<file path="src/rtl/core/stv_pkg.sv">
// shared types, constants and helpers of the string type validator
package stv_pkg;

  // fixed widths of the item fields
  localparam int MODE_W = 4;
  localparam int CHAR_W = 8;

  // sizes
  localparam int DEPTH_BITS  = 16;
  localparam int KEY_HEX_LEN = 64;
  localparam int CNT_W       = 7;

  localparam logic [CNT_W-1:0] CNT_MAX   = {CNT_W{1'b1}};
  localparam logic [CNT_W-1:0] KEY_LEN_C = CNT_W'(KEY_HEX_LEN);
  localparam logic             KEY_EVEN  = ((KEY_HEX_LEN % 2) == 0);

  // string types
  localparam logic [MODE_W-1:0] MODE_ID    = 4'd0;
  localparam logic [MODE_W-1:0] MODE_PUB   = 4'd1;
  localparam logic [MODE_W-1:0] MODE_RELAY = 4'd2;
  localparam logic [MODE_W-1:0] MODE_KIND  = 4'd3;
  localparam logic [MODE_W-1:0] MODE_TIME  = 4'd4;
  localparam logic [MODE_W-1:0] MODE_HEX   = 4'd5;
  localparam logic [MODE_W-1:0] MODE_JSON  = 4'd6;
  localparam logic [MODE_W-1:0] MODE_ADDR  = 4'd7;
  localparam logic [MODE_W-1:0] MODE_FREE  = 4'd8;

  // address phases
  localparam logic [1:0] PH_KIND = 2'd0;
  localparam logic [1:0] PH_KEY  = 2'd1;
  localparam logic [1:0] PH_TAG  = 2'd2;

  // relay prefix lengths
  localparam logic [CNT_W-1:0] WSS_LEN = CNT_W'(6);
  localparam logic [CNT_W-1:0] WS_LEN  = CNT_W'(5);

  typedef struct packed {
    logic [MODE_W-1:0] mode;
    logic [CHAR_W-1:0] char_code;
    logic              char_present;
    logic              last;
  } item_t;

  typedef struct packed {
    logic is_hex;
    logic is_dec;
    logic is_white;
    logic is_colon;
    logic is_open;
    logic is_close;
    logic is_quote;
    logic is_bslash;
  } char_class_t;

  // "wss://" by position
  function automatic logic [CHAR_W-1:0] wss_char(input logic [2:0] idx);
    logic [CHAR_W-1:0] c;
    unique case (idx)
      3'd0:    c = 8'h77;
      3'd1:    c = 8'h73;
      3'd2:    c = 8'h73;
      3'd3:    c = 8'h3A;
      3'd4:    c = 8'h2F;
      3'd5:    c = 8'h2F;
      default: c = 8'h00;
    endcase
    return c;
  endfunction

  // "ws://" by position
  function automatic logic [CHAR_W-1:0] ws_char(input logic [2:0] idx);
    logic [CHAR_W-1:0] c;
    unique case (idx)
      3'd0:    c = 8'h77;
      3'd1:    c = 8'h73;
      3'd2:    c = 8'h3A;
      3'd3:    c = 8'h2F;
      3'd4:    c = 8'h2F;
      default: c = 8'h00;
    endcase
    return c;
  endfunction

endpackage

</file>
<file path="src/rtl/core/stv_char_class.sv">
// byte classifier: hex, decimal, white space and json punctuation
module stv_char_class (
  input  logic [stv_pkg::CHAR_W-1:0] char_code,
  output stv_pkg::char_class_t       cls
);
  import stv_pkg::*;

  always_comb begin
    cls.is_dec    = (char_code >= 8'h30) && (char_code <= 8'h39);
    cls.is_hex    = cls.is_dec
                  || ((char_code >= 8'h61) && (char_code <= 8'h66))
                  || ((char_code >= 8'h41) && (char_code <= 8'h46));
    cls.is_white  = (char_code == 8'h20) || ((char_code >= 8'h09) && (char_code <= 8'h0D));
    cls.is_colon  = (char_code == 8'h3A);
    cls.is_open   = (char_code == 8'h7B) || (char_code == 8'h5B);
    cls.is_close  = (char_code == 8'h7D) || (char_code == 8'h5D);
    cls.is_quote  = (char_code == 8'h22);
    cls.is_bslash = (char_code == 8'h5C);
  end

endmodule

</file>
<file path="src/rtl/core/stv_check_core.sv">
// per-string check state, its update for one item and the verdict
module stv_check_core (
  input  logic                 clk,
  input  logic                 rst_n,
  input  logic                 step,
  input  stv_pkg::item_t       item,
  input  stv_pkg::char_class_t cls,
  output logic                 verdict
);
  import stv_pkg::*;

  logic [MODE_W-1:0]     latched_type_r, latched_type_nxt;
  logic                  in_progress_r, in_progress_nxt;
  logic                  still_ok_r, still_ok_nxt;
  logic [CNT_W-1:0]      char_count_r, char_count_nxt;
  logic [CNT_W-1:0]      field_count_r, field_count_nxt;
  logic [1:0]            addr_phase_r, addr_phase_nxt;
  logic                  wss_match_r, wss_match_nxt;
  logic                  ws_match_r, ws_match_nxt;
  logic                  seen_nonspace_r, seen_nonspace_nxt;
  logic                  inside_quotes_r, inside_quotes_nxt;
  logic                  escape_pending_r, escape_pending_nxt;
  logic [DEPTH_BITS-1:0] nest_depth_r, nest_depth_nxt;

  logic [MODE_W-1:0]     typ;
  logic                  ok;
  logic [CNT_W-1:0]      cc;
  logic [CNT_W-1:0]      fc;
  logic [1:0]            ph;
  logic                  wss_m, ws_m, seen, inq, esc;
  logic [DEPTH_BITS-1:0] dep;

  always_comb begin
    typ  = in_progress_r ? latched_type_r : item.mode;
    ok   = still_ok_r;
    cc   = char_count_r;
    fc   = field_count_r;
    ph   = addr_phase_r;
    wss_m = wss_match_r;
    ws_m = ws_match_r;
    seen = seen_nonspace_r;
    inq  = inside_quotes_r;
    esc  = escape_pending_r;
    dep  = nest_depth_r;

    if (item.char_present) begin
      unique case (typ)
        MODE_ID, MODE_PUB, MODE_HEX: begin
          if (!cls.is_hex) ok = 1'b0;
          if (typ == MODE_HEX) fc = {field_count_r[CNT_W-1:1], ~field_count_r[0]};
        end
        MODE_RELAY: begin
          if ((char_count_r < WSS_LEN) && (item.char_code != wss_char(char_count_r[2:0])))
            wss_m = 1'b0;
          if ((char_count_r < WS_LEN) && (item.char_code != ws_char(char_count_r[2:0])))
            ws_m = 1'b0;
        end
        MODE_KIND, MODE_TIME: begin
          if (!cls.is_dec) ok = 1'b0;
        end
        MODE_JSON: begin
          if (!seen_nonspace_r && !cls.is_white) begin
            seen = 1'b1;
            if (!cls.is_open) ok = 1'b0;
          end
          if (inside_quotes_r) begin
            priority if (escape_pending_r) esc = 1'b0;
            else if (cls.is_bslash)        esc = 1'b1;
            else if (cls.is_quote)         inq = 1'b0;
            else begin
              // other bytes inside quotes change nothing
            end
          end else begin
            priority if (cls.is_quote) begin
              inq = 1'b1;
            end else if (cls.is_open) begin
              if (nest_depth_r == {DEPTH_BITS{1'b1}}) ok = 1'b0;
              else dep = nest_depth_r + 1'b1;
            end else if (cls.is_close) begin
              if (nest_depth_r == '0) ok = 1'b0;
              else dep = nest_depth_r - 1'b1;
            end else begin
              // other bytes leave the depth alone
            end
          end
        end
        MODE_ADDR: begin
          if (addr_phase_r == PH_KIND) begin
            if (cls.is_colon) begin
              if (char_count_r == '0) ok = 1'b0;
              ph = PH_KEY;
            end else if (!cls.is_dec) begin
              ok = 1'b0;
            end
          end else if (addr_phase_r == PH_KEY) begin
            if (cls.is_colon) begin
              if (field_count_r != KEY_LEN_C) ok = 1'b0;
              ph = PH_TAG;
            end else begin
              if (!cls.is_hex) ok = 1'b0;
              if (field_count_r != CNT_MAX) fc = field_count_r + 1'b1;
            end
          end
        end
        default: ;
      endcase
      if (char_count_r != CNT_MAX) cc = char_count_r + 1'b1;
    end

    unique case (typ)
      MODE_ID, MODE_PUB:    verdict = ok && KEY_EVEN && (cc == KEY_LEN_C);
      MODE_RELAY:           verdict = (wss_m && (cc > WSS_LEN)) || (ws_m && (cc > WS_LEN));
      MODE_KIND, MODE_TIME: verdict = ok && (cc != '0);
      MODE_HEX:             verdict = ok && (cc != '0) && (fc == '0);
      MODE_JSON:            verdict = ok && seen && (dep == '0) && !inq;
      MODE_ADDR:            verdict = ok && ph[1];
      MODE_FREE:            verdict = 1'b1;
      default:              verdict = 1'b0;
    endcase

    latched_type_nxt = typ;
    if (item.last) begin
      in_progress_nxt    = 1'b0;
      still_ok_nxt       = 1'b1;
      char_count_nxt     = '0;
      field_count_nxt    = '0;
      addr_phase_nxt     = PH_KIND;
      wss_match_nxt      = 1'b1;
      ws_match_nxt       = 1'b1;
      seen_nonspace_nxt  = 1'b0;
      inside_quotes_nxt  = 1'b0;
      escape_pending_nxt = 1'b0;
      nest_depth_nxt     = '0;
    end else begin
      in_progress_nxt    = 1'b1;
      still_ok_nxt       = ok;
      char_count_nxt     = cc;
      field_count_nxt    = fc;
      addr_phase_nxt     = ph;
      wss_match_nxt      = wss_m;
      ws_match_nxt       = ws_m;
      seen_nonspace_nxt  = seen;
      inside_quotes_nxt  = inq;
      escape_pending_nxt = esc;
      nest_depth_nxt     = dep;
    end
  end

  always_ff @(posedge clk) begin
    if (!rst_n) begin
      latched_type_r   <= MODE_ID;
      in_progress_r    <= 1'b0;
      still_ok_r       <= 1'b1;
      char_count_r     <= '0;
      field_count_r    <= '0;
      addr_phase_r     <= PH_KIND;
      wss_match_r      <= 1'b1;
      ws_match_r       <= 1'b1;
      seen_nonspace_r  <= 1'b0;
      inside_quotes_r  <= 1'b0;
      escape_pending_r <= 1'b0;
      nest_depth_r     <= '0;
    end else if (step) begin
      latched_type_r   <= latched_type_nxt;
      in_progress_r    <= in_progress_nxt;
      still_ok_r       <= still_ok_nxt;
      char_count_r     <= char_count_nxt;
      field_count_r    <= field_count_nxt;
      addr_phase_r     <= addr_phase_nxt;
      wss_match_r      <= wss_match_nxt;
      ws_match_r       <= ws_match_nxt;
      seen_nonspace_r  <= seen_nonspace_nxt;
      inside_quotes_r  <= inside_quotes_nxt;
      escape_pending_r <= escape_pending_nxt;
      nest_depth_r     <= nest_depth_nxt;
    end
  end

endmodule

</file>
<file path="src/rtl/core/string_type_validator_unit.sv">
// top level of the string type validator: input register, check core, verdict register
//
//  channel | direction | handshake          | payload
//  in_     | input     | in_valid/in_stall  | in_mode, in_char_code, in_char_present, in_last
//  out_    | output    | out_valid/out_stall| out_valid_res
//
// one item per cycle sustained unless a last item waits on a stalled output; a verdict is
// offered after its last item passes the input register and then the verdict register
// the per-string flags and counters are updated from the input register whenever an item leaves it
// reset is synchronous on rst_n low and clears the input and verdict stages and all string state
// a stall on the output only holds back last items; bytes inside a string keep flowing
// in_stall is high only while the input register holds a last item that cannot leave
module string_type_validator_unit (
  input  logic                          clk,
  input  logic                          rst_n,
  input  logic                          in_valid,
  output logic                          in_stall,
  input  logic [stv_pkg::MODE_W-1:0]    in_mode,
  input  logic [stv_pkg::CHAR_W-1:0]    in_char_code,
  input  logic                          in_char_present,
  input  logic                          in_last,
  output logic                          out_valid,
  input  logic                          out_stall,
  output logic                          out_valid_res
);
  import stv_pkg::*;

  // input register stage
  logic        s1_valid_r, s1_valid_nxt;
  item_t       s1_item_r;
  // verdict register stage
  logic        out_valid_r, out_valid_nxt;
  logic        out_res_r;

  logic        in_fire;
  logic        s1_go;
  logic        verdict;
  char_class_t cls;

  // a non-last item never waits for the output side
  assign s1_go    = s1_valid_r && (!s1_item_r.last || !out_valid_r || !out_stall);
  assign in_stall = s1_valid_r && !s1_go;
  assign in_fire  = in_valid && !in_stall;

  always_comb begin
    s1_valid_nxt = s1_valid_r;
    if (in_fire)    s1_valid_nxt = 1'b1;
    else if (s1_go) s1_valid_nxt = 1'b0;

    out_valid_nxt = out_valid_r;
    if (s1_go && s1_item_r.last)     out_valid_nxt = 1'b1;
    else if (out_valid_r && !out_stall) out_valid_nxt = 1'b0;
  end

  always_ff @(posedge clk) begin
    if (!rst_n) begin
      s1_valid_r  <= 1'b0;
      out_valid_r <= 1'b0;
    end else begin
      s1_valid_r  <= s1_valid_nxt;
      out_valid_r <= out_valid_nxt;
    end
  end

  // payload registers carry no reset
  always_ff @(posedge clk) begin
    if (in_fire) begin
      s1_item_r.mode         <= in_mode;
      s1_item_r.char_code    <= in_char_code;
      s1_item_r.char_present <= in_char_present;
      s1_item_r.last         <= in_last;
    end
    if (s1_go && s1_item_r.last) begin
      out_res_r <= verdict;
    end
  end

  stv_char_class u_class (
    .char_code (s1_item_r.char_code),
    .cls       (cls)
  );

  stv_check_core u_core (
    .clk     (clk),
    .rst_n   (rst_n),
    .step    (s1_go),
    .item    (s1_item_r),
    .cls     (cls),
    .verdict (verdict)
  );

  assign out_valid     = out_valid_r;
  assign out_valid_res = out_res_r;

`ifndef SYNTHESIS
  // a fresh verdict only follows a last item leaving the input register
  a_verdict_source: assert property (@(posedge clk) disable iff (!rst_n)
    $rose(out_valid_r) |-> $past(s1_go && s1_item_r.last))
    else $error("verdict without a last item");

  // an empty input register never stalls the input side
  a_no_idle_stall: assert property (@(posedge clk) disable iff (!rst_n)
    !s1_valid_r |-> !in_stall)
    else $error("stall with empty input register");

  // a held item stays put until it can move on
  a_s1_hold: assert property (@(posedge clk) disable iff (!rst_n)
    (s1_valid_r && !s1_go) |=> (s1_valid_r && $stable(s1_item_r)))
    else $error("held item lost or changed");
`endif

endmodule
</file>
<file path="config.mk">
export PLATFORM = sky130hd
export DESIGN_NAME = string_type_validator_unit
export DESIGN_NICKNAME = d
export VERILOG_FILES = /design/src/rtl/core/stv_pkg.sv /design/src/rtl/core/stv_char_class.sv /design/src/rtl/core/stv_check_core.sv /design/src/rtl/core/string_type_validator_unit.sv
export SDC_FILE = /design/constraint.sdc
export NUM_CORES = 1
export LEC_CHECK = 0
export BUFFER_PORTS_ARGS = -buffer_cell sky130_fd_sc_hd__buf_2
export CAP_MARGIN = 20
export CORE_UTILIZATION = 59
export CTS_CLUSTER_SIZE = 16
export DETAILED_ROUTE_END_ITERATION = 16
export PLACE_DENSITY = 0.86
export SLEW_MARGIN = 10
export SYNTH_ARGS = -nofsm -noshare
export SYNTH_HDL_FRONTEND = slang
export SYNTH_HIERARCHICAL = 1
export SYNTH_SLANG_ARGS = --single-unit
</file>
<file path="constraint.sdc">
create_clock -name clk -period 9.5 [get_ports clk]
set_clock_uncertainty 0.2 [all_clocks]
set_input_delay 0.95 -clock clk [delete_from_list [all_inputs] [get_ports clk]]
set_output_delay 0.95 -clock clk [all_outputs]
set_load 0.01 [all_outputs]
</file>
==> results of run 1 <==
worst register-to-register path, stage by stage, from the launching register on:
cell and delay [ns]:
dfxtp_1 0.72, inv_1 0.22, ha_1 0.33, nor4_1 0.31
nand2_1 0.10, a2111oi_0 0.48, nor3_1 0.10, o41ai_1 0.48
a31oi_1 0.20, o22ai_1 0.23, a41o_1 0.13
kinds of logic (layout without fill, tap and decap cells):
group	Yosys count	in the layout	share of synthesized area, %
compound gates	157	157	23.4
xor+xnor	13	13	2.46
flops	60	60	29.2
mux	13	13	2.87
buf+inv	53	55	5.11
simple gates	279	279	34.6
fa+ha+maj	9	9	2.43
how the worst max path moves through the flow:
stage | end | slack (ns) | depth (start not counted)
floorplan | out_valid_res | 6.38 | 10
global placement | u_core/nest_depth_r[10] | 5.89 | 8
detailed placement | u_core/nest_depth_r[10] | 5.78 | 8
CTS | out_valid_res | 5.99 | 10
global route | out_valid_res | 5.68 | 10
finish | out_valid_res | 5.87 | 10
sequential cells by signal, indices dropped and copies added, names as in the netlist:
name / count
u_core/escape_pending_r: 1
u_core/wss_match_r: 1
s1_item_r: 14
out_valid: 1
u_core/field_count_r: 7
u_core/still_ok_r: 1
u_core/in_progress_r: 1
u_core/ws_match_r: 1
s1_valid_r: 1
out_valid_res: 1
u_core/addr_phase_r: 2
u_core/latched_type_r: 4
u_core/inside_quotes_r: 1
u_core/seen_nonspace_r: 1
u_core/nest_depth_r: 16
u_core/char_count_r: 7
stage by stage:
stage	cells	util, %
finish	685	66.4
global route	685	66.4
CTS	685	66.4
detailed placement	669	63.6
global placement	669	63.6
floorplan	584	-
final cells by class:
cell class                      instances  area (µm²)
Clock buffer                           13         170
Clock inverter                          3        42.5
Fill cell                             599        2490
Inverter                               16        60.1
Multi-Input combinational cell        471        3050
Sequential cell                        60        1350
Tap cell                               99         124
Timing Repair Buffer                   23         123
routing by layer:
layer  share of wire, %  up-vias
met5                  0        -
met4                1.8        0
met3                8.3       36
met2                 48      255
met1                 42     2221
li1                   -     2194
power breakdown:
group          leakage (µW)  internal [µW]  switching [µW]
registers          0.000510            268            12.7
logic               0.00110           22.0            32.0
clock network      0.000106            144             101
synth_stat cells (7+ instances only):
| cell type | count | share of area, % |
|---|---|---|
| edfxtp_1 | 15 | 9.7 |
| or3_1 | 10 | 1.4 |
| o21ai_0 | 32 | 3.5 |
| o22ai_1 | 8 | 1.1 |
| inv_1 | 15 | 1.2 |
| nor2b_1 | 25 | 3.4 |
| xnor2_1 | 9 | 1.7 |
| nor2_1 | 51 | 4.1 |
| nor4_1 | 11 | 1.5 |
| nand4_1 | 11 | 1.5 |
| nand2_1 | 46 | 3.7 |
| a22oi_1 | 9 | 1.5 |
| and2_1 | 9 | 1.2 |
| a21oi_1 | 35 | 3.8 |
| dfxtp_1 | 45 | 19 |
| clkbuf_1 | 26 | 2.1 |
| nand3_1 | 29 | 3.1 |
| nor3_1 | 22 | 2.4 |
| ha_1 | 9 | 2.4 |
| nand2b_1 | 7 | 0.95 |
| and3_1 | 9 | 1.2 |
| mux2i_1 | 11 | 2.4 |
cell usage in the layout (no fill, tap or decap), types with 5 or more instances in the layout:
| cell type | n |
|---|---|
| a21o_1 | 5 |
| a21oi_1 | 35 |
| a22oi_1 | 9 |
| a31oi_1 | 5 |
| a32oi_1 | 5 |
| and2_1 | 9 |
| and3_1 | 9 |
| buf_2 | 20 |
| clkbuf_8 | 10 |
| dfxtp_1 | 45 |
| edfxtp_1 | 15 |
| ha_1 | 9 |
| inv_1 | 15 |
| mux2i_1 | 11 |
| nand2_1 | 46 |
| nand2b_1 | 7 |
| nand3_1 | 29 |
| nand4_1 | 11 |
| nand4b_1 | 6 |
| nor2_1 | 51 |
| nor2b_1 | 25 |
| nor3_1 | 22 |
| nor3b_1 | 6 |
| nor4_1 | 10 |
| o211a_1 | 5 |
| o21a_1 | 5 |
| o21ai_0 | 32 |
| o22ai_1 | 8 |
| o31ai_1 | 5 |
| or2_2 | 6 |
| or3_1 | 10 |
| xnor2_1 | 9 |
==> flow_metrics.tcl, run 1 <==
set metrics [dict create \
    worstHoldStart "u_core/ws_match_r" \
    critical_path_arrival_ns 3.64 \
    cap_violations 0 \
    fin_crit_sh_pct 38.2 \
    yosysSeqAreaShare_pct 29.2 \
    setup.worst_path.end_class "flip-flop" \
    holdWs_ns 0.322 \
    ys.flop_type "dfxtp_1" \
    vias 4706 \
    row_count 31 \
    cts.root.buffer_cell "clkbuf_8" \
    startpoint_type "flip-flop" \
    setup_ws_ns 5.87 \
    fin_area_um2 4920 \
    worstHoldEndpoint "u_core/ws_match_r" \
    coreArea_um2 7410 \
    layout.nets 608 \
    synth_edf_count 15 \
    drt_iter0_drc 647 \
    irDropWorstVdd_v 0.000100 \
    dieArea_um2 8200 \
    path_buf_inv 1 \
    rrSetupSlack_ns 5.87 \
    cts.sinks 60 \
    critPathMaxFanout 19 \
    placed_area_um2 4710 \
    cts.path.max_buffers 2 \
    syn_inst 584 \
    crit_start "u_core/char_count_r[2]" \
    met2_usage_pct 48.9 \
    worstHoldPathCells 1 \
    cts_tree "yes" \
    holdBufCountCts 0 \
    syn_nets 611 \
    grt-busiest-layer "met2" \
    power_uw 580 \
    max_stage_delay_ns 0.72 \
    numCtsBuffers 9 \
    cts_setup_buffers 0 \
    holdCritPathClass "reg2reg" \
    start_util_pct 62.5 \
    crit_chain "inv_1 -> ha_1 -> nor4_1 -> nand2_1 -> a2111oi_0 -> nor3_1 -> o41ai_1 -> a31oi_1 -> o22ai_1 -> a41o_1" \
    grt_max_degree 40 \
    route.detailed.drc 0 \
    post_drt_wl_per_cell_um 18.1 \
    syn2layout_area_growth_pct 6.38 \
    rr_endpoint "out_valid_res" \
    ys_ff_latch 60 \
    track_usage_pct 30.7 \
    antenna_found_initial 0 \
    fin_tns_setup_ns 0 \
    fin_crit_ns 3.63 \
    reg2reg_from "u_core/char_count_r[2]" \
    die_w_um 90.6 \
    post_cts_resized 0 \
    ys_warn_count 6 \
    postSynth.asyncResetShare_pct 0 \
    drv_slew 0 \
    drt-total-wl_um 12400 \
    cp_top_family "compound AO/OA/AOI/OAI gates" \
    final_layout_size_suffix_gt1_share_pct 11.1 \
    pre_cts_slack_ns 5.78 \
    relSlewSlack_pct 38.1 \
    tightest_slew_ns 0.922 \
    ys_types 78 \
    final_antenna_net_count 0 \
    cpMaxStageDelayCell "dfxtp_1" \
    power_density_nw_per_um2 118 \
    clkTransAtPathRegs_ns 0.07 \
    place.gp.congestion 0.997 \
    port_buffers 20 \
    synth_area_per_cell_um2 7.92 \
    htree_num_levels 3 \
    power.leakage_uw 0.00172 \
    fp.dieH_um 90.6 \
    io_pins 21 \
    clock_latency_ns 0.34 \
    crit_type "reg2reg" \
    grt_use_met1_pct 41.3 \
    outcome "finished, final reports clean" \
    grt_overflow_total 0 \
    grt_pass1_wl_um 20600 \
    grt_setup_unrepaired "no" \
    r2r_cells 10 \
    syn_area_um2 4630 \
    setup_viol 0 \
    met3_usage_pct 6.90 \
    dp.final_hpwl_um 8800 \
    routed_via_density 6.87 \
    hold_violations 0 \
    grt_pass1_vias 4329 \
    first_pass_iters 6 \
    cp.required_ns 9.51 \
    fmax_mhz 276 \
    n_antenna_cell 0 \
]
No activity file was read; power rests on OpenSTA's default activity.
==> run 2: changes to the inputs <==
--- a/config.mk
+++ b/config.mk
@@ -7,10 +7,10 @@
 export LEC_CHECK = 0
 export BUFFER_PORTS_ARGS = -buffer_cell sky130_fd_sc_hd__buf_2
 export CAP_MARGIN = 20
-export CORE_UTILIZATION = 59
+export CORE_UTILIZATION = 57
 export CTS_CLUSTER_SIZE = 16
 export DETAILED_ROUTE_END_ITERATION = 16
-export PLACE_DENSITY = 0.86
+export PLACE_DENSITY = 0.87
 export SLEW_MARGIN = 10
 export SYNTH_ARGS = -nofsm -noshare
 export SYNTH_HDL_FRONTEND = slang
==> constraint.sdc (replaced) <==
create_clock -name clk -period 3.25 [get_ports clk]
set_clock_uncertainty 0.2 [all_clocks]
set_input_delay 0.325 -clock clk [delete_from_list [all_inputs] [get_ports clk]]
set_output_delay 0.325 -clock clk [all_outputs]
set_load 0.01 [all_outputs]
==> flow_metrics.tcl, run 2 (synthesized netlist as in run 1, its figures left out) <==
set metrics [dict create \
    vias 4971 \
    place.gp.congestion 0.923 \
    port_buffers 20 \
    fin_tns_setup_ns 0 \
    critical_path_arrival_ns 3.23 \
    relSlewSlack_pct 46.1 \
    startpoint_type "flip-flop" \
    layout.nets 653 \
    irDropWorstVdd_v 0.000285 \
    first_pass_iters 7 \
    final_common_cell "nor2_1" \
    cts.root.buffer_cell "clkbuf_8" \
    syn2layout_area_growth_pct 15.1 \
    layout_common_cells "nor2_1, nand2_1, dfxtp_1" \
    finalCoreUtilization_pct 68.2 \
    die_w_um 92.1 \
    met1_length_um 5540 \
    grt_pass1_wl_um 20800 \
    critPathMaxFanout 6 \
    n_antenna_cell 0 \
    pre_cts_slack_ns 0.0569 \
    dr_wl_met2_um 6160 \
    clkTransAtPathRegs_ns 0.07 \
    final_layout_size_suffix_gt1_share_pct 16.2 \
    final_antenna_net_count 0 \
    fp.dieH_um 92.1 \
    numCtsBuffers 9 \
    drt_iter0_drc 624 \
    io_pins 21 \
    antenna_found_initial 0 \
    power_density_nw_per_um2 315 \
    cts_tree "yes" \
    routed_via_density 6.78 \
    cts.path.max_buffers 2 \
    final_cells 733 \
    setup_viol 0 \
    power_uw 1680 \
    fin_crit_ns 3.21 \
    row_count 32 \
    htree_num_levels 3 \
    setup.worst_path.end_class "flip-flop" \
    power.leakage_uw 0.00193 \
    post_drt_wl_per_cell_um 18.6 \
    dp.final_hpwl_um 9160 \
    coreArea_um2 7810 \
    seq_area_um2 1350 \
    cp.required_ns 3.26 \
    start_util_pct 59.3 \
    fin_crit_sh_pct 98.9 \
    grt_pass1_vias 4337 \
    dp.cells 693 \
    top_regs "u_core/nest_depth_r x16, s1_item_r x14" \
    largest_reg_flops 16 \
    fmax_mhz 311 \
    crit_type "reg2reg" \
    route.detailed.drc 0 \
    tightest_slew_ns 0.808 \
    hold_violations 0 \
    outcome "finished, final reports clean" \
    track_usage_pct 30.7 \
    drv_slew 0 \
    dieArea_um2 8480 \
    setup_ws_ns 0.0361 \
    holdCritPathClass "in2reg" \
    met3_length_um 1520 \
    grt_overflow_total 0 \
    cts.sinks 60 \
    cap_violations 0 \
    multi_input_area_um2 3100 \
    drt-total-wl_um 13600 \
    top_register "u_core/nest_depth_r" \
    top_layer "met4" \
    grt_max_degree 39 \
    clock_latency_ns 0.35 \
    nFillCells 630 \
]
-- run 2: cell type report --
class                   count  share of cell area [%]
multi-input cells         471                    58.2
flip-flops and latches     60                    25.4
repair buffers             68                    9.45
clock buffers              10                    2.40
well taps                 102                    2.40
inverters                  16                    1.13
clock inverters             6                    1.06
-- run 2: critical path, stage by stage (launching register included) --
cell and delay (ns):
edfxtp_1 0.49, dlymetal6s2s_1 0.23, buf_4 0.14, buf_4 0.12, nor4_1 0.25, nand2_1 0.11, a2111oi_0 0.48, nor3_1 0.11
o41ai_2 0.44, a31oi_1 0.18, o22ai_1 0.21, a41o_1 0.12
-- run 2: through the flow --
stage / area, µm² / hold slack (ns)
floorplan: 4630 / 0.224
finish: 5330 / 0.0729
global route: 5330 / 0.0828
detailed placement: 4870 / 0.285
CTS: 5200 / 0.0600
global placement: 4870 / 0.284
-- run 2: timing repair --
action / CTS / global route
buffers inserted: 0 / 9
resized for setup: 0 / 8
hold buffers: 15 / 0
hold endpoints to repair: 15 / 0
setup endpoints to repair: 0 / 1
-- run 2: power breakdown --
part           switching (µW)  internal (µW)  total (µW)  leakage [µW]
clock                     306            347         653     0.0000935
sequential               25.4            784         809      0.000510
combinational             120           93.0         213       0.00133
total                     451           1220        1680       0.00193
-- run 2: final timing paths --
| kind | from | endpoint | slack [ns] | depth (start not counted) |
|---|---|---|---|---|
| worst max-delay path | s1_item_r[3] | out_valid_res | 0.04 | 11 |
| worst min-delay path | out_stall | out_valid | 0.07 | 3 |
| worst max register to register | s1_item_r[3] | out_valid_res | 0.04 | 11 |
| worst min register to register | u_core/ws_match_r | u_core/ws_match_r | 0.32 | 1 |
-- run 2: per-layer routing --
layer | track usage, % | vias up
li1 | - | 2275
met1 | 41.5 | 2266
met2 | 47.5 | 368
met3 | 7.63 | 62
met4 | 10.9 | 0
met5 | 0 | -
